**src/rtl/bam_pkg.sv**
```systemverilog
// ----------------------------------------------------------------------------
// bam_pkg
// Shared types and constants for the broadcast anomaly monitor: register
// indexes, record codes, controller states and the command/status bundles.
// ----------------------------------------------------------------------------
`default_nettype none

package bam_pkg;

  // element counters
  localparam int unsigned CNT_W = 13;
  localparam logic [CNT_W-1:0] ELEM_MAX = 13'd4096;

  // configuration register indexes
  localparam int unsigned CFG_IDX_W  = 3;
  localparam int unsigned CFG_DATA_W = 31;
  localparam logic [CFG_IDX_W-1:0] CFG_DETECT_ENABLE   = 3'd0;
  localparam logic [CFG_IDX_W-1:0] CFG_RAPID_LIMIT     = 3'd1;
  localparam logic [CFG_IDX_W-1:0] CFG_STREAK_LIMIT    = 3'd2;
  localparam logic [CFG_IDX_W-1:0] CFG_HIJACK_WINDOW   = 3'd3;
  localparam logic [CFG_IDX_W-1:0] CFG_CORRUPT_FRAC    = 3'd4;
  localparam logic [CFG_IDX_W-1:0] CFG_EXTREME_MAG     = 3'd5;

  // configuration reset values
  localparam logic        RST_DETECT_ENABLE = 1'b1;
  localparam logic [15:0] RST_RAPID_LIMIT   = 16'd50;
  localparam logic [7:0]  RST_STREAK_LIMIT  = 8'd3;
  localparam logic [7:0]  RST_HIJACK_WINDOW = 8'd5;
  localparam logic [15:0] RST_CORRUPT_FRAC  = 16'd655;
  localparam logic [30:0] RST_EXTREME_MAG   = 31'd1232348160;

  // record codes
  localparam logic [1:0] KIND_RAPID   = 2'd0;
  localparam logic [1:0] KIND_HIJACK  = 2'd1;
  localparam logic [1:0] KIND_CORRUPT = 2'd2;
  localparam logic [1:0] SEV_MODERATE = 2'd0;
  localparam logic [1:0] SEV_SEVERE   = 2'd1;
  localparam logic [1:0] SEV_CRITICAL = 2'd2;

  localparam logic [23:0] SCORE_ONE = 24'h010000;
  localparam logic [23:0] SCORE_MAX = 24'hFFFFFF;
  localparam logic [7:0]  NO_MODULE = 8'd255;
  localparam logic [7:0]  STREAK_MAX = 8'd255;

  // divider: 32 bit dividend, one quotient bit a cycle
  localparam int unsigned DIV_STEPS = 32;
  localparam logic [5:0]  DIV_STEPS_CNT = 6'd32;

  // stream widths
  localparam int unsigned IN_DATA_W  = 72;
  localparam int unsigned OUT_DATA_W = 72;

  typedef enum logic [2:0] {
    S_IDLE,
    S_EVAL,
    S_ROUTE,
    S_DIV_R,
    S_PUT_R,
    S_DIV_H,
    S_PUT_H,
    S_PUT_C
  } bam_state_t;

  typedef struct packed {
    logic accept;       // element word taken this cycle
    logic eval;         // register the anomaly tests
    logic div_rapid;    // start divider with the rapid score operands
    logic div_hijack;   // start divider with the hijack score operands
    logic put_rapid;    // load rapid record into the output register
    logic put_hijack;
    logic put_corrupt;
  } bam_cmd_t;

  typedef struct packed {
    logic enable;
    logic rapid;
    logic hijack;
    logic corrupt;
    logic div_done;
    logic out_free;
  } bam_sts_t;

endpackage

`default_nettype wire

```
**src/rtl/bam_ctrl.sv**
```systemverilog
// ----------------------------------------------------------------------------
// bam_ctrl
// Controller: takes element words, and at the end of a broadcast sequences
// the tests, the score divisions and the emission of the records.
// ----------------------------------------------------------------------------
`default_nettype none

module bam_ctrl
  import bam_pkg::*;
(
  input  wire logic     clk,
  input  wire logic     rst_n,
  input  wire logic     in_tvalid,
  input  wire logic     in_tlast,
  output logic          in_tready,
  input  wire bam_sts_t sts,
  output bam_cmd_t      cmd
);

  bam_state_t state_r, state_nxt;
  logic       take;

  assign take = in_tvalid && (state_r == S_IDLE);

  // state register
  always_ff @(posedge clk) begin
    if (!rst_n) begin
      state_r <= S_IDLE;
    end else begin
      state_r <= state_nxt;
    end
  end

  // next state
  always_comb begin
    state_nxt = state_r;
    unique case (state_r)
      S_IDLE: begin
        if (take && in_tlast && sts.enable) state_nxt = S_EVAL;
      end
      S_EVAL:  state_nxt = S_ROUTE;
      S_ROUTE: begin
        if (sts.rapid)        state_nxt = S_DIV_R;
        else if (sts.hijack)  state_nxt = S_DIV_H;
        else if (sts.corrupt) state_nxt = S_PUT_C;
        else                  state_nxt = S_IDLE;
      end
      S_DIV_R: begin
        if (sts.div_done) state_nxt = S_PUT_R;
      end
      S_PUT_R: begin
        if (sts.out_free) begin
          if (sts.hijack)       state_nxt = S_DIV_H;
          else if (sts.corrupt) state_nxt = S_PUT_C;
          else                  state_nxt = S_IDLE;
        end
      end
      S_DIV_H: begin
        if (sts.div_done) state_nxt = S_PUT_H;
      end
      S_PUT_H: begin
        if (sts.out_free) begin
          if (sts.corrupt) state_nxt = S_PUT_C;
          else             state_nxt = S_IDLE;
        end
      end
      S_PUT_C: begin
        if (sts.out_free) state_nxt = S_IDLE;
      end
      default: state_nxt = S_IDLE;
    endcase
  end

  // outputs
  always_comb begin
    cmd        = '0;
    in_tready  = 1'b0;
    unique case (state_r)
      S_IDLE: begin
        in_tready  = 1'b1;
        cmd.accept = take;
      end
      S_EVAL:  cmd.eval = 1'b1;
      S_ROUTE: begin
        cmd.div_rapid  = sts.rapid;
        cmd.div_hijack = !sts.rapid && sts.hijack;
      end
      S_PUT_R: begin
        cmd.put_rapid  = sts.out_free;
        cmd.div_hijack = sts.out_free && sts.hijack;
      end
      S_PUT_H: cmd.put_hijack  = sts.out_free;
      S_PUT_C: cmd.put_corrupt = sts.out_free;
      S_DIV_R, S_DIV_H: begin
      end
      default: begin
      end
    endcase
  end

endmodule

`default_nettype wire

```
**src/rtl/bam_dp.sv**
```systemverilog
// ----------------------------------------------------------------------------
// bam_dp
// Datapath: configuration registers, element counters, broadcast history,
// end-of-broadcast snapshot, a shared radix-2 divider and the output register.
// ----------------------------------------------------------------------------
`default_nettype none

module bam_dp
  import bam_pkg::*;
(
  input  wire logic                  clk,
  input  wire logic                  rst_n,
  // configuration
  input  wire logic                  cfg_valid,
  input  wire logic [CFG_IDX_W-1:0]  cfg_index,
  input  wire logic [CFG_DATA_W-1:0] cfg_data,
  // element word
  input  wire logic [IN_DATA_W-1:0]  in_tdata,
  input  wire logic                  in_tlast,
  // records
  output logic                       out_tvalid,
  input  wire logic                  out_tready,
  output logic [OUT_DATA_W-1:0]      out_tdata,
  output logic                       out_tlast,
  // control
  input  wire bam_cmd_t              cmd,
  output bam_sts_t                   sts
);

  // configuration registers
  logic        enable_r;
  logic [15:0] rapid_limit_r;
  logic [7:0]  streak_limit_r;
  logic [7:0]  window_r;
  logic [15:0] frac_r;
  logic [30:0] extreme_r;

  always_ff @(posedge clk) begin
    if (!rst_n) begin
      enable_r       <= RST_DETECT_ENABLE;
      rapid_limit_r  <= RST_RAPID_LIMIT;
      streak_limit_r <= RST_STREAK_LIMIT;
      window_r       <= RST_HIJACK_WINDOW;
      frac_r         <= RST_CORRUPT_FRAC;
      extreme_r      <= RST_EXTREME_MAG;
    end else if (cfg_valid) begin
      case (cfg_index)
        CFG_DETECT_ENABLE: enable_r       <= cfg_data[0];
        CFG_RAPID_LIMIT:   rapid_limit_r  <= cfg_data[15:0];
        CFG_STREAK_LIMIT:  streak_limit_r <= cfg_data[7:0];
        CFG_HIJACK_WINDOW: window_r       <= cfg_data[7:0];
        CFG_CORRUPT_FRAC:  frac_r         <= cfg_data[15:0];
        CFG_EXTREME_MAG:   extreme_r      <= cfg_data[30:0];
        default: begin
        end
      endcase
    end
  end

  // element fields
  logic [31:0] value_bits;
  logic [7:0]  module_id;
  logic [31:0] time_ms;
  logic [30:0] mag;
  logic        nonfinite;
  logic        is_nan;
  logic        extreme;

  assign value_bits = in_tdata[31:0];
  assign module_id  = in_tdata[39:32];
  assign time_ms    = in_tdata[71:40];
  assign mag        = value_bits[30:0];
  assign nonfinite  = &mag[30:23];
  assign is_nan     = nonfinite && (|mag[22:0]);
  assign extreme    = !is_nan && (mag > extreme_r);

  // element counters, counts including the current word
  logic [CNT_W-1:0] elem_cnt_r, bad_cnt_r, ext_cnt_r;
  logic [CNT_W-1:0] elem_cnt_nxt, bad_cnt_nxt, ext_cnt_nxt;
  logic             room;

  assign room = elem_cnt_r < ELEM_MAX;

  always_comb begin
    elem_cnt_nxt = elem_cnt_r;
    bad_cnt_nxt  = bad_cnt_r;
    ext_cnt_nxt  = ext_cnt_r;
    if (room) begin
      elem_cnt_nxt = elem_cnt_r + CNT_W'(1);
      if (nonfinite) bad_cnt_nxt = bad_cnt_r + CNT_W'(1);
      if (extreme)   ext_cnt_nxt = ext_cnt_r + CNT_W'(1);
    end
  end

  always_ff @(posedge clk) begin
    if (!rst_n) begin
      elem_cnt_r <= '0;
      bad_cnt_r  <= '0;
      ext_cnt_r  <= '0;
    end else if (cmd.accept) begin
      if (in_tlast) begin
        elem_cnt_r <= '0;
        bad_cnt_r  <= '0;
        ext_cnt_r  <= '0;
      end else begin
        elem_cnt_r <= elem_cnt_nxt;
        bad_cnt_r  <= bad_cnt_nxt;
        ext_cnt_r  <= ext_cnt_nxt;
      end
    end
  end

  // broadcast history
  logic        prior_seen_r;
  logic [31:0] prior_time_r;
  logic [7:0]  prior_module_r;
  logic [7:0]  streak_r;
  logic        same_src;
  logic [7:0]  streak_nxt;
  logic        close;

  assign close    = cmd.accept && in_tlast && enable_r;
  assign same_src = prior_seen_r && (module_id == prior_module_r);

  always_comb begin
    if (!same_src)                streak_nxt = 8'd1;
    else if (streak_r < STREAK_MAX) streak_nxt = streak_r + 8'd1;
    else                          streak_nxt = streak_r;
  end

  always_ff @(posedge clk) begin
    if (!rst_n) begin
      prior_seen_r   <= 1'b0;
      prior_time_r   <= '0;
      prior_module_r <= NO_MODULE;
      streak_r       <= '0;
    end else if (close) begin
      prior_seen_r   <= 1'b1;
      prior_time_r   <= time_ms;
      prior_module_r <= module_id;
      streak_r       <= streak_nxt;
    end
  end

  // snapshot of the closing broadcast
  logic [CNT_W-1:0] snap_cnt_r, snap_bad_r, snap_ext_r;
  logic [7:0]       snap_mod_r;
  logic [31:0]      snap_time_r;
  logic [31:0]      snap_gap_r;
  logic             snap_seen_r;
  logic             snap_same_r;
  logic [7:0]       snap_streak_r;

  always_ff @(posedge clk) begin
    if (close) begin
      snap_cnt_r    <= elem_cnt_nxt;
      snap_bad_r    <= bad_cnt_nxt;
      snap_ext_r    <= ext_cnt_nxt;
      snap_mod_r    <= module_id;
      snap_time_r   <= time_ms;
      snap_gap_r    <= time_ms - prior_time_r;
      snap_seen_r   <= prior_seen_r;
      snap_same_r   <= same_src;
      snap_streak_r <= streak_nxt;
    end
  end

  // anomaly tests
  logic [28:0] allowed;
  logic        rapid_r, hijack_r, corrupt_r;

  assign allowed = {13'd0, frac_r} * {16'd0, snap_cnt_r};

  always_ff @(posedge clk) begin
    if (cmd.eval) begin
      rapid_r   <= snap_seen_r && (snap_gap_r < {16'd0, rapid_limit_r});
      hijack_r  <= snap_same_r && (snap_streak_r >= streak_limit_r);
      corrupt_r <= ({snap_bad_r, 16'd0} > allowed) || ({snap_ext_r, 16'd0} > allowed);
    end
  end

  // shared restoring divider, one quotient bit a cycle
  logic [31:0] quo_r;
  logic [15:0] rem_r;
  logic [15:0] divisor_r;
  logic [5:0]  div_cnt_r;
  logic [16:0] rem_shift;
  logic [16:0] rem_sub;
  logic [15:0] rapid_diff;

  assign rem_shift  = {rem_r, quo_r[DIV_STEPS-1]};
  assign rem_sub    = rem_shift - {1'b0, divisor_r};
  assign rapid_diff = rapid_limit_r - snap_gap_r[15:0];

  always_ff @(posedge clk) begin
    if (!rst_n) begin
      div_cnt_r <= '0;
    end else if (cmd.div_rapid || cmd.div_hijack) begin
      div_cnt_r <= DIV_STEPS_CNT;
    end else if (div_cnt_r != '0) begin
      div_cnt_r <= div_cnt_r - 6'd1;
    end
  end

  always_ff @(posedge clk) begin
    if (cmd.div_rapid) begin
      quo_r     <= {rapid_diff, 16'd0};
      rem_r     <= '0;
      divisor_r <= rapid_limit_r;
    end else if (cmd.div_hijack) begin
      quo_r     <= {8'd0, snap_streak_r, 16'd0};
      rem_r     <= '0;
      divisor_r <= {8'd0, window_r};
    end else if (div_cnt_r != '0) begin
      if (rem_shift >= {1'b0, divisor_r}) begin
        rem_r <= rem_sub[15:0];
        quo_r <= {quo_r[DIV_STEPS-2:0], 1'b1};
      end else begin
        rem_r <= rem_shift[15:0];
        quo_r <= {quo_r[DIV_STEPS-2:0], 1'b0};
      end
    end
  end

  // a zero window gives an all-ones quotient, which saturates here
  logic [23:0] div_score;
  assign div_score = (|quo_r[31:24]) ? SCORE_MAX : quo_r[23:0];

  // output register
  logic                  out_valid_r;
  logic [OUT_DATA_W-1:0] out_data_r;
  logic                  out_last_r;
  logic                  put;
  logic [1:0]            rec_kind;
  logic [1:0]            rec_sev;
  logic [23:0]           rec_score;
  logic                  rec_last;

  assign put = cmd.put_rapid || cmd.put_hijack || cmd.put_corrupt;

  always_comb begin
    rec_kind  = KIND_CORRUPT;
    rec_sev   = SEV_CRITICAL;
    rec_score = SCORE_ONE;
    rec_last  = 1'b1;
    if (cmd.put_rapid) begin
      rec_kind  = KIND_RAPID;
      rec_sev   = SEV_MODERATE;
      rec_score = div_score;
      rec_last  = !hijack_r && !corrupt_r;
    end else if (cmd.put_hijack) begin
      rec_kind  = KIND_HIJACK;
      rec_sev   = SEV_SEVERE;
      rec_score = div_score;
      rec_last  = !corrupt_r;
    end
  end

  always_ff @(posedge clk) begin
    if (!rst_n) begin
      out_valid_r <= 1'b0;
    end else if (put) begin
      out_valid_r <= 1'b1;
    end else if (out_tready) begin
      out_valid_r <= 1'b0;
    end
  end

  always_ff @(posedge clk) begin
    if (put) begin
      out_data_r <= {4'd0, rec_score, snap_time_r, snap_mod_r, rec_sev, rec_kind};
      out_last_r <= rec_last;
    end
  end

  assign out_tvalid = out_valid_r;
  assign out_tdata  = out_data_r;
  assign out_tlast  = out_last_r;

  // status to the controller
  assign sts.enable   = enable_r;
  assign sts.rapid    = rapid_r;
  assign sts.hijack   = hijack_r;
  assign sts.corrupt  = corrupt_r;
  assign sts.div_done = (div_cnt_r == '0);
  assign sts.out_free = !out_valid_r || out_tready;

endmodule

`default_nettype wire

```
**src/rtl/broadcast_anomaly_monitor_top.sv**
```systemverilog
// ----------------------------------------------------------------------------
// broadcast_anomaly_monitor_top
// Counts bad and extreme float elements of each broadcast and, on its last
// element, emits rapid switching, module hijack and corrupted content records.
// ----------------------------------------------------------------------------
// Element words are taken one per cycle while the block is counting. The
// last word of a broadcast starts an evaluation that holds off the input:
// the tests are registered, then for each rapid or hijack record the
// shared one-bit-per-cycle divider runs 32 steps to form its score, and
// every record is loaded once the output register is free. A record waits
// in the output register until taken; the input opens again as soon as
// the final record is loaded. While detection is disabled a last word is
// taken like any other and no records appear. The configuration port is
// always ready; write it only while the block is idle.
`default_nettype none

module broadcast_anomaly_monitor_top
  import bam_pkg::*;
(
  input  wire logic                  clk,
  input  wire logic                  rst_n,
  // configuration writes
  input  wire logic                  cfg_valid,
  output logic                       cfg_ready,
  input  wire logic [CFG_IDX_W-1:0]  cfg_index,
  input  wire logic [CFG_DATA_W-1:0] cfg_data,
  // element words
  input  wire logic                  in_tvalid,
  output logic                       in_tready,
  input  wire logic [IN_DATA_W-1:0]  in_tdata,   // value_bits[31:0], module_id[39:32],
                                                  // time_ms[71:40]
  input  wire logic                  in_tlast,   // last_element
  // anomaly records
  output logic                       out_tvalid,
  input  wire logic                  out_tready,
  output logic [OUT_DATA_W-1:0]      out_tdata,  // anomaly_kind[1:0], severity[3:2],
                                                  // src_module[11:4],
                                                  // event_time_ms[43:12],
                                                  // score_q8_16[67:44], zero[71:68]
  output logic                       out_tlast   // last_of_run
);

  bam_cmd_t cmd;
  bam_sts_t sts;

  assign cfg_ready = 1'b1;

  bam_ctrl u_ctrl (
    .clk       (clk),
    .rst_n     (rst_n),
    .in_tvalid (in_tvalid),
    .in_tlast  (in_tlast),
    .in_tready (in_tready),
    .sts       (sts),
    .cmd       (cmd)
  );

  bam_dp u_dp (
    .clk        (clk),
    .rst_n      (rst_n),
    .cfg_valid  (cfg_valid),
    .cfg_index  (cfg_index),
    .cfg_data   (cfg_data),
    .in_tdata   (in_tdata),
    .in_tlast   (in_tlast),
    .out_tvalid (out_tvalid),
    .out_tready (out_tready),
    .out_tdata  (out_tdata),
    .out_tlast  (out_tlast),
    .cmd        (cmd),
    .sts        (sts)
  );

endmodule

`default_nettype wire

```
**config.mk**
```make
export PLATFORM = sky130hd
export DESIGN_NAME = broadcast_anomaly_monitor_top
export DESIGN_NICKNAME = d
export VERILOG_FILES = /design/src/rtl/bam_pkg.sv /design/src/rtl/bam_ctrl.sv /design/src/rtl/bam_dp.sv /design/src/rtl/broadcast_anomaly_monitor_top.sv
export SDC_FILE = /design/constraint.sdc
export NUM_CORES = 1
export LEC_CHECK = 0
export ABC_AREA = 1
export BUFFER_PORTS_ARGS = -buffer_cell sky130_fd_sc_hd__buf_2
export CORE_MARGIN = 3
export CORE_UTILIZATION = 50
export DETAILED_ROUTE_END_ITERATION = 6
export PLACE_DENSITY = 0.68
export SKIP_CTS_REPAIR_TIMING = 1
export SYNTH_ARGS = -nofsm -noshare
export SYNTH_HDL_FRONTEND = slang
export SYNTH_HIERARCHICAL = 1
export SYNTH_SLANG_ARGS = --single-unit
```
**constraint.sdc**
```tcl
create_clock -name clk -period 8.1 [get_ports clk]
set_clock_uncertainty 0.2 [all_clocks]
set_input_delay 1.62 -clock clk [delete_from_list [all_inputs] [get_ports clk]]
set_output_delay 1.62 -clock clk [all_outputs]
set_load 0.005 [all_outputs]
```
==> out/results.txt, run 1 <==
CTS Buf Count: 45
Post-DRT Antenna Nets: 0
fin crit share: 0.854
Hold Crit Class: flop to flop
CTS tree: yes
Area Growth Syn to Fin: 10.7%
Setup Viol. Count Final: 0
Clk network pwr share: 0.228
critical path endpoint category: flop
Int Pwr: 5.71 mW
startpoint types: flop
Die Ht: 246 um
Worst-Margin Slew: 1.05 ns
ys flop type: edfxtp_1
ranking of synthesized cells by area: edfxtp_1, dfxtp_1, fa_1
DRC viols: 0
Crit path largest cell delay: 0.71 ns
Initial Util: 0.508
core area: 56,600 um^2
TritonRoute pass-1 iters: 5
post-synth cell types: 65
DR vias: 22,100
worst setup margin: 1.18 ns
CP delay by family, top: adder cells
fmax: 145 MHz
worst r2r path cells: 29
die extent in x: 246 um
clk_lat worst skew: 0.59 ns
Yosys reg bits: 433
dpl ws: 1.22 ns
setup TNS: 0 ns
logic gate share of total power: 0.463
CP most frequent cell: nand2_1
CP bufs+invs: 5
Critical Path RT: 8.21 ns
initial DRC count: 1,209
routed length per instance: 15.4 um
die area: 60,400 um^2
crit path DAT: 7.03 ns
placed cell count: 4,262
share of post-route cells with drive strength above 1: 0.0978
clock tree sinks: 433
fin area: 31,800 um^2
leakage: 15.1 nW
PD cells: 304 nW/um^2
syn_area_per_cell: 8.38 um^2
Setup Crit Path Kind: flop to flop
Post-synth EDFFs: 223
Post-synth ARST share: 0
outcome: finished clean
final HPWL from detailed placement: 50,000 um
CP Max Fanout: 16
sequential power share: 0.309
max_cap viols: 0
port bufs: 181
Core Rows: 87
Hold Path Stages: 0
root buf cell: clkbuf_16
Max IR drop VDD: 0.271 mV
warning count from the yosys run: 6
RSZ-0062 raised after global routing: false
Max Buffers Root-to-Sink: 3
first-pass GRT wire length: 109,000 um
Synth top area share: 0.233
Switching Share: 0.409
initial antenna violation count: 4
fin cells: 4,349
final slew viol count: 0
CTS clk-pin slew, worst paths: 0.06 ns
Crit path depth: 29
final wirelength: 66,800 um
nets: 4,037
Pwr Total: 9.66 mW
max_slew headroom: 0.302
Critical-path top delay cell: edfxtp_1
Post-DP Area: 30,200 um^2
most frequent cells in the layout: nand2_1, inv_1, a21oi_1, edfxtp_1, ha_1
# IOs: 188
largest net degree at the start of global routing: 107
min cycle time layout: 6.92 ns
drt via density: 5.08
GP Congestion: 0.890
final core occ: 0.562
sequential share of the synthesized area: 0.379
grt ovf: 0
Sw Pwr: 3.95 mW
Final Hold Fails: 0
vias in the first global route: 22,000
post-synthesis cell type with the largest combined area: edfxtp_1
CTS H-Tree Depth: 2
hold_ws: 0.218 ns
Synth Instances: 3,432
commonest non-fill, non-tap cell in the layout: nand2_1
GRT Overall Usage: 0.224
Syn Std Cell Area: 28,700 um^2
-- sequential cells by signal, summed over array words and instances (netlist names), 13 cells and up --
signal              count
u_dp/divisor_r         16
u_dp/ext_cnt_r         13
u_dp/extreme_r         31
u_dp/snap_time_r       32
u_dp/snap_ext_r        13
u_dp/snap_bad_r        13
u_dp/quo_r             32
u_dp/out_tdata         66
u_dp/rem_r             16
u_dp/elem_cnt_r        13
u_dp/prior_time_r      32
u_dp/bad_cnt_r         13
u_dp/rapid_limit_r     16
u_dp/snap_gap_r        32
u_dp/frac_r            16
u_dp/snap_cnt_r        13
-- power by group through the flow --
| stage | clock network (mW) | registers, mW | logic, mW |
|---|---|---|---|
| floorplan | 0 | 2.93 | 3.51 |
| global placement | 0 | 3.02 | 4.45 |
| detailed placement | 0 | 3.03 | 4.50 |
| global route | 2.34 | 3.02 | 5.19 |
| finish | 2.20 | 2.98 | 4.48 |
| CTS | 2.26 | 2.98 | 4.53 |
-- synth_stat cells (5+ instances only) --
library cell and count:
nor2_2 11, a22oi_1 6, nand2_1 760, a21o_1 8
nand4_1 26, a21oi_1 290, ha_1 215, o21ai_0 156
nand3_1 107, nor2_1 134, o21a_1 7, inv_1 684
or2_2 7, o21bai_1 15, nand3b_1 10, nor4_1 19
o22ai_1 17, xor2_1 52, buf_4 14, inv_2 11
a31oi_1 14, xnor2_1 37, nor2_4 5, nand3_2 7
nand2_2 9, o211ai_1 25, nor3_1 20, dfxtp_1 210
o21ai_1 13, clkbuf_1 104, edfxtp_1 223, fa_1 157
-- metal layers --
| metal | global-route usage | up-vias | part of all wire |
|---|---|---|---|
| met4 | 0.0992 | 0 | 0.046 |
| met2 | 0.397 | 430 | 0.49 |
| met3 | 0.0389 | 148 | 0.047 |
| met5 | 0 | - | 0 |
| met1 | 0.266 | 10300 | 0.41 |
| li1 | - | 11200 | - |
-- kinds of logic (layout without fill, tap and decap cells) --
| logic type | after synthesis | count (layout) | synth area share |
|---|---|---|---|
| simple gates | 1131 | 1131 | 0.167 |
| compound gates | 583 | 583 | 0.113 |
| fa+ha+maj | 372 | 372 | 0.203 |
| flops | 433 | 433 | 0.379 |
| xor+xnor | 89 | 89 | 0.0271 |
| other cells | 2 | 8 | 0.000261 |
| buf+inv | 822 | 977 | 0.110 |
-- path summary, 6_finish.rpt --
check / startpoint / end / slack [ns]
hold reg to reg: u_dp/snap_time_r[27]$_DFFE_PP_ / u_dp/out_tdata[39]$_DFFE_PP_ / 0.22
setup reg to reg: u_dp/snap_cnt_r[3]$_DFFE_PP_ / u_dp/corrupt_r$_DFFE_PP_ / 1.18
setup / recovery: u_dp/snap_cnt_r[3]$_DFFE_PP_ / u_dp/corrupt_r$_DFFE_PP_ / 1.18
hold / removal: u_dp/snap_time_r[27]$_DFFE_PP_ / u_dp/out_tdata[39]$_DFFE_PP_ / 0.22
-- worst register-to-register path: cells and delay by family, from the launching register on --
kind                       cells  cell delay [ns]
xor gates and xnor gates       1             0.41
DFF                            1             0.71
buffers and inverters          5             0.27
and+or+nand+nor               12             1.13
AOI/OAI and AO/OA              4             0.70
adders and majority gates      7             3.25
-- area by class of cell --
class / instances / area, um^2
well taps: 756 / 946
diodes: 3 / 7.51
inverters: 697 / 2620
clock buffers: 58 / 1270
fillers: 5172 / 24800
flip-flops and latches: 433 / 10900
clock inverters: 26 / 344
repair buffers: 196 / 1020
multi-input cells: 2180 / 14700
Power figures use the tool's default switching activity.
==> run 2: changes to the inputs <==
--- a/config.mk
+++ b/config.mk
@@ -5,7 +5,6 @@
 export SDC_FILE = /design/constraint.sdc
 export NUM_CORES = 1
 export LEC_CHECK = 0
-export ABC_AREA = 1
 export BUFFER_PORTS_ARGS = -buffer_cell sky130_fd_sc_hd__buf_2
 export CORE_MARGIN = 3
 export CORE_UTILIZATION = 50
==> out/results.txt, run 2 <==
outcome: finished clean
footprint of the multi-input gates: 15,700 um^2
Max Buffers Root-to-Sink: 3
Setup Viol. Count Final: 0
r2r setup slk: 0.28 ns
Area Growth Syn to Fin: 11.8%
Worst-Margin Slew: 1.11 ns
fin crit share: 0.966
CP delay by family, top: adder cells
DRC viols: 0
Hold Path Stages: 0
Critical Path RT: 8.23 ns
share of post-route cells with drive strength above 1: 0.113
most frequent cells in the layout: nand2_1, inv_1, a21oi_1, edfxtp_1, ha_1
worst r2r src: u_dp/snap_cnt_r[9]$_DFFE_PP_
Post-DRT Antenna Nets: 0
dpl ws: 0.0477 ns
most frequent cells after synthesis: nand2_1, inv_1, a21oi_1
Post-synth ARST share: 0
Largest register FFs: 66
post-synth cell types: 89
CTS H-Tree Depth: 2
Synth Instances: 3,075
Yosys reg bits: 433
final slew viol count: 0
sequential cell area: 10,900 um^2
Initial Util: 0.511
crit path DAT: 7.96 ns
warning count from the yosys run: 6
Pwr Total: 9.09 mW
top layer reached by signal wires: met5
syn_area_per_cell: 9.26 um^2
worst reg2reg endpoint: u_dp/corrupt_r$_DFFE_PP_
port bufs: 181
leakage: 13.7 nW
min cycle time layout: 7.82 ns
drt via density: 5.47
sequential share of the synthesized area: 0.383
Core Rows: 86
CP most frequent cell: fa_1
PD cells: 285 nW/um^2
first-pass GRT wire length: 111,000 um
CP Max Fanout: 7
GP Congestion: 0.895
core area: 55,700 um^2
worst setup margin: 0.277 ns
Max IR drop VDD: 0.271 mV
max_cap viols: 0
post-synthesis cell type with the largest combined area: edfxtp_1
largest net degree at the start of global routing: 116
Crit path largest cell delay: 0.54 ns
CTS tree: yes
initial DRC count: 1,437
nets: 3,723
root buf cell: clkbuf_16
worst r2r path cells: 27
grt ovf: 0
die extent in x: 245 um
final wirelength: 68,900 um
min-delay src: u_dp/snap_time_r[11]$_DFFE_PP_
count leader, synth: nand2_1
fmax: 128 MHz
clock tree sinks: 433
Met3 Wirelength: 4520 um
TritonRoute pass-1 iters: 5
Synth top area share: 0.235
die area: 59,900 um^2
Die Ht: 245 um
routed length per instance: 17.1 um
clk_lat worst skew: 0.59 ns
RSZ-0062 raised after global routing: false
initial antenna violation count: 8
CTS clk-pin slew, worst paths: 0.06 ns
Fillers: 4,950
Critical Path Source: u_dp/snap_cnt_r[9]$_DFFE_PP_
max_slew headroom: 0.254
setup TNS: 0 ns
CTS Buf Count: 46
worst hold endpoint: u_dp/out_tdata[23]$_DFFE_PP_
GRT Overall Usage: 0.228
# IOs: 188
startpoint types: flop
Hold Crit Class: flop to flop
final HPWL from detailed placement: 51,700 um
fin area: 31,900 um^2
met2 wire length: 32,200 um
Post-synth EDFFs: 223
CP bufs+invs: 5
DR vias: 22,100
M1 wire length: 30,400 um
ranking of synthesized cells by area: edfxtp_1, dfxtp_1, fa_1
Critical-path top delay cell: edfxtp_1
Final Hold Fails: 0
critical path endpoint category: flop
final core occ: 0.571
Setup Crit Path Kind: flop to flop
Syn Std Cell Area: 28,500 um^2
Post-DP Area: 30,100 um^2
commonest non-fill, non-tap cell in the layout: nand2_1
ys flop type: edfxtp_1
vias in the first global route: 21,600
run 2: area by class of cell:
class                   count  area share
clock buffers              60      0.0397
flip-flops and latches    433       0.342
multi-input cells        2130       0.492
well taps                 748      0.0294
repair buffers            247      0.0438
inverters                 381      0.0451
clock inverters            26     0.00680
diodes                      6    0.000471
run 2: logic make-up (layout without fill, tap and decap cells):
logic type	Yosys count	count (layout)	synth area share
compound gates	550	550	0.123
xor+xnor	119	119	0.0368
fa+ha+maj	375	375	0.206
buf+inv	515	714	0.0701
flops	433	433	0.383
mux	21	21	0.00791
other cells	2	11	0.000264
simple gates	1060	1060	0.173
run 2: per-stage QoR:
stage / instances / hold WS, ns
after floorplan: 3078 / 0.200
after global placement: 3917 / 0.201
after detailed placement: 3917 / 0.205
after CTS: 4003 / 0.216
after global routing: 4026 / 0.223
final: 4031 / 0.217
run 2: worst max path at each step:
stage	slack, ns	to	depth (start not counted)
6_report	0.28	u_dp/corrupt_r$_DFFE_PP_	27
5_1_grt	0.009	u_dp/corrupt_r$_DFFE_PP_	27
4_1_cts	0.03	u_dp/corrupt_r$_DFFE_PP_	27
3_5_place_dp	0.05	u_dp/corrupt_r$_DFFE_PP_	27
3_3_place_gp	0.14	u_dp/corrupt_r$_DFFE_PP_	27
2_1_floorplan	0.76	u_dp/corrupt_r$_DFFE_PP_	27
run 2: metal layers:
layer	vias up	global-route usage
met1	10700	0.315
met3	110	0.0421
met5	-	0
li1	10600	-
met4	10	0.0594
met2	597	0.373
run 2: power by group:
part	switching [mW]	total, mW	internal [mW]
Combinational	2.50	4.17	1.67
Clock	0.871	2.07	1.20
Sequential	0.194	2.85	2.65
==> run 3: changes to the inputs <==
--- a/config.mk
+++ b/config.mk
@@ -6,10 +6,12 @@
 export NUM_CORES = 1
 export LEC_CHECK = 0
 export BUFFER_PORTS_ARGS = -buffer_cell sky130_fd_sc_hd__buf_2
+export CELL_PAD_IN_SITES_DETAIL_PLACEMENT = 0
+export CELL_PAD_IN_SITES_GLOBAL_PLACEMENT = 1
 export CORE_MARGIN = 3
-export CORE_UTILIZATION = 50
+export CORE_UTILIZATION = 48
 export DETAILED_ROUTE_END_ITERATION = 6
-export PLACE_DENSITY = 0.68
+export PLACE_DENSITY_LB_ADDON = 0.1
 export SKIP_CTS_REPAIR_TIMING = 1
 export SYNTH_ARGS = -nofsm -noshare
 export SYNTH_HDL_FRONTEND = slang
==> out/results.txt, run 3 (same netlist as run 2, synthesis figures left out) <==
commonest non-fill, non-tap cell in the layout: nand2_1
Crit path largest cell delay: 0.55 ns
# IOs: 188
Hold Crit Class: flop to flop
outcome: finished clean
CP Max Fanout: 7
Setup Viol. Count Final: 0
final wirelength: 71,000 um
worst setup margin: 0.207 ns
final slew viol count: 0
Worst-Margin Slew: 1.11 ns
min cycle time layout: 7.89 ns
core area: 58,200 um^2
port bufs: 181
Critical-path top delay cell: edfxtp_1
worst r2r path cells: 30
fin cells: 4,053
Largest register FFs: 66
GRT Overall Usage: 0.224
critical path endpoint: u_dp/corrupt_r$_DFFE_PP_
Area Growth Syn to Fin: 12.6%
hold_ws: 0.208 ns
first-pass GRT wire length: 114,000 um
startpoint types: flop
RSZ-0062 raised after global routing: false
CTS H-Tree Depth: 2
initial antenna violation count: 13
GP Congestion: 0.866
crit path DAT: 8.01 ns
placed cell count: 3,946
CTS clk-pin slew, worst paths: 0.06 ns
die extent in x: 250 um
clk_lat worst skew: 0.58 ns
dpl ws: -0.0147 ns
Initial Util: 0.489
largest net degree at the start of global routing: 130
Post-DRT Antenna Nets: 0
Max Buffers Root-to-Sink: 3
Die Ht: 250 um
grt ovf: 0
root buf cell: clkbuf_16
Max IR drop VDD: 0.315 mV
most frequent cells in the layout: nand2_1, inv_1, a21oi_1, edfxtp_1, ha_1
leakage: 13.8 nW
Critical Path RT: 8.22 ns
DRC viols: 0
initial DRC count: 1,442
Critical Path Source: u_dp/snap_cnt_r[2]$_DFFE_PP_
final HPWL from detailed placement: 53,800 um
share of post-route cells with drive strength above 1: 0.114
Setup Crit Path Kind: flop to flop
clock tree sinks: 433
die area: 62,300 um^2
drt via density: 5.39
max_slew headroom: 0.261
nets: 3,728
vias in the first global route: 21,300
TritonRoute pass-1 iters: 6
fmax: 127 MHz
DR vias: 21,800
fin crit share: 0.974
PD cells: 291 nW/um^2
CTS Buf Count: 49
critical path endpoint category: flop
Final Hold Fails: 0
worst reg2reg endpoint: u_dp/corrupt_r$_DFFE_PP_
r2r setup slk: 0.21 ns
routed length per instance: 17.5 um
CTS tree: yes
max_cap viols: 0
Core Rows: 88
worst r2r src: u_dp/snap_cnt_r[2]$_DFFE_PP_
==> run 3: cell count changes in the layout (fill, tap and decap cells not counted), sizes merged <==
| cell | change |
|---|---|
| inv | -1 |
| bufinv | +3 |
| diode | -2 |
| buf | +3 |
| clkinv | -2 |
| clkbuf | +4 |
==> run 3: through the flow <==
stage	TNS, ns	util	area, um^2	total power, mW
2_1_floorplan	0	-	28500	5.93
3_3_place_gp	0	0.519	30300	6.91
3_5_place_dp	-0.0147	0.519	30300	7.00
4_1_cts	-0.0462	0.547	31900	9.27
5_1_grt	0	0.550	32100	10.1
6_report	0	0.551	32100	9.33
==> run 3: layer usage <==
| metal | GRT usage | part of all wire |
|---|---|---|
| met1 | 0.318 | 0.46 |
| met2 | 0.352 | 0.45 |
| met3 | 0.0485 | 0.063 |
| met4 | 0.0535 | 0.021 |
| met5 | 0 | 0.0018 |
==> run 3: power breakdown <==
part	switching, mW	internal, mW	total, mW
clock	0.894	1.33	2.23
combinational	2.49	1.76	4.25
sequential	0.194	2.66	2.85
total	3.58	5.75	9.33
==> run 3: final cells by class <==
| cell class | count | area (um^2) |
|---|---|---|
| clock inverter | 26 | 313 |
| fill | 5357 | 26200 |
| multi-input combinational | 2130 | 15700 |
| inverter | 381 | 1440 |
| tap | 765 | 957 |
| sequential | 433 | 10900 |
| timing repair buffer | 249 | 1420 |
| antenna | 4 | 10.0 |
| clock buffer | 65 | 1310 |
==> run 3: worst min path at each step <==
stage	start	endpoint	slack (ns)	depth (start not counted)
after detailed placement	u_dp/snap_time_r[7]$_DFFE_PP_	u_dp/out_tdata[19]$_DFFE_PP_	0.20	0
after global routing	u_dp/snap_mod_r[4]$_DFFE_PP_	u_dp/out_tdata[8]$_DFFE_PP_	0.21	0
after floorplan	u_dp/snap_mod_r[6]$_DFFE_PP_	u_dp/out_tdata[10]$_DFFE_PP_	0.20	0
final	u_dp/snap_mod_r[4]$_DFFE_PP_	u_dp/out_tdata[8]$_DFFE_PP_	0.21	0
after CTS	u_dp/snap_mod_r[1]$_DFFE_PP_	u_dp/out_tdata[5]$_DFFE_PP_	0.20	0
after global placement	u_dp/snap_time_r[18]$_DFFE_PP_	u_dp/out_tdata[30]$_DFFE_PP_	0.20	0
==> run 3: worst max-delay path, delay by kind of cell, from the launching register on <==
family | cells | cell delay [ns]
adders and majority gates | 7 | 3.20
AOI/OAI and AO/OA | 10 | 1.68
and+or+nand+nor | 5 | 0.84
buffers and inverters | 7 | 0.79
DFF | 1 | 0.55
xor gates and xnor gates | 1 | 0.38
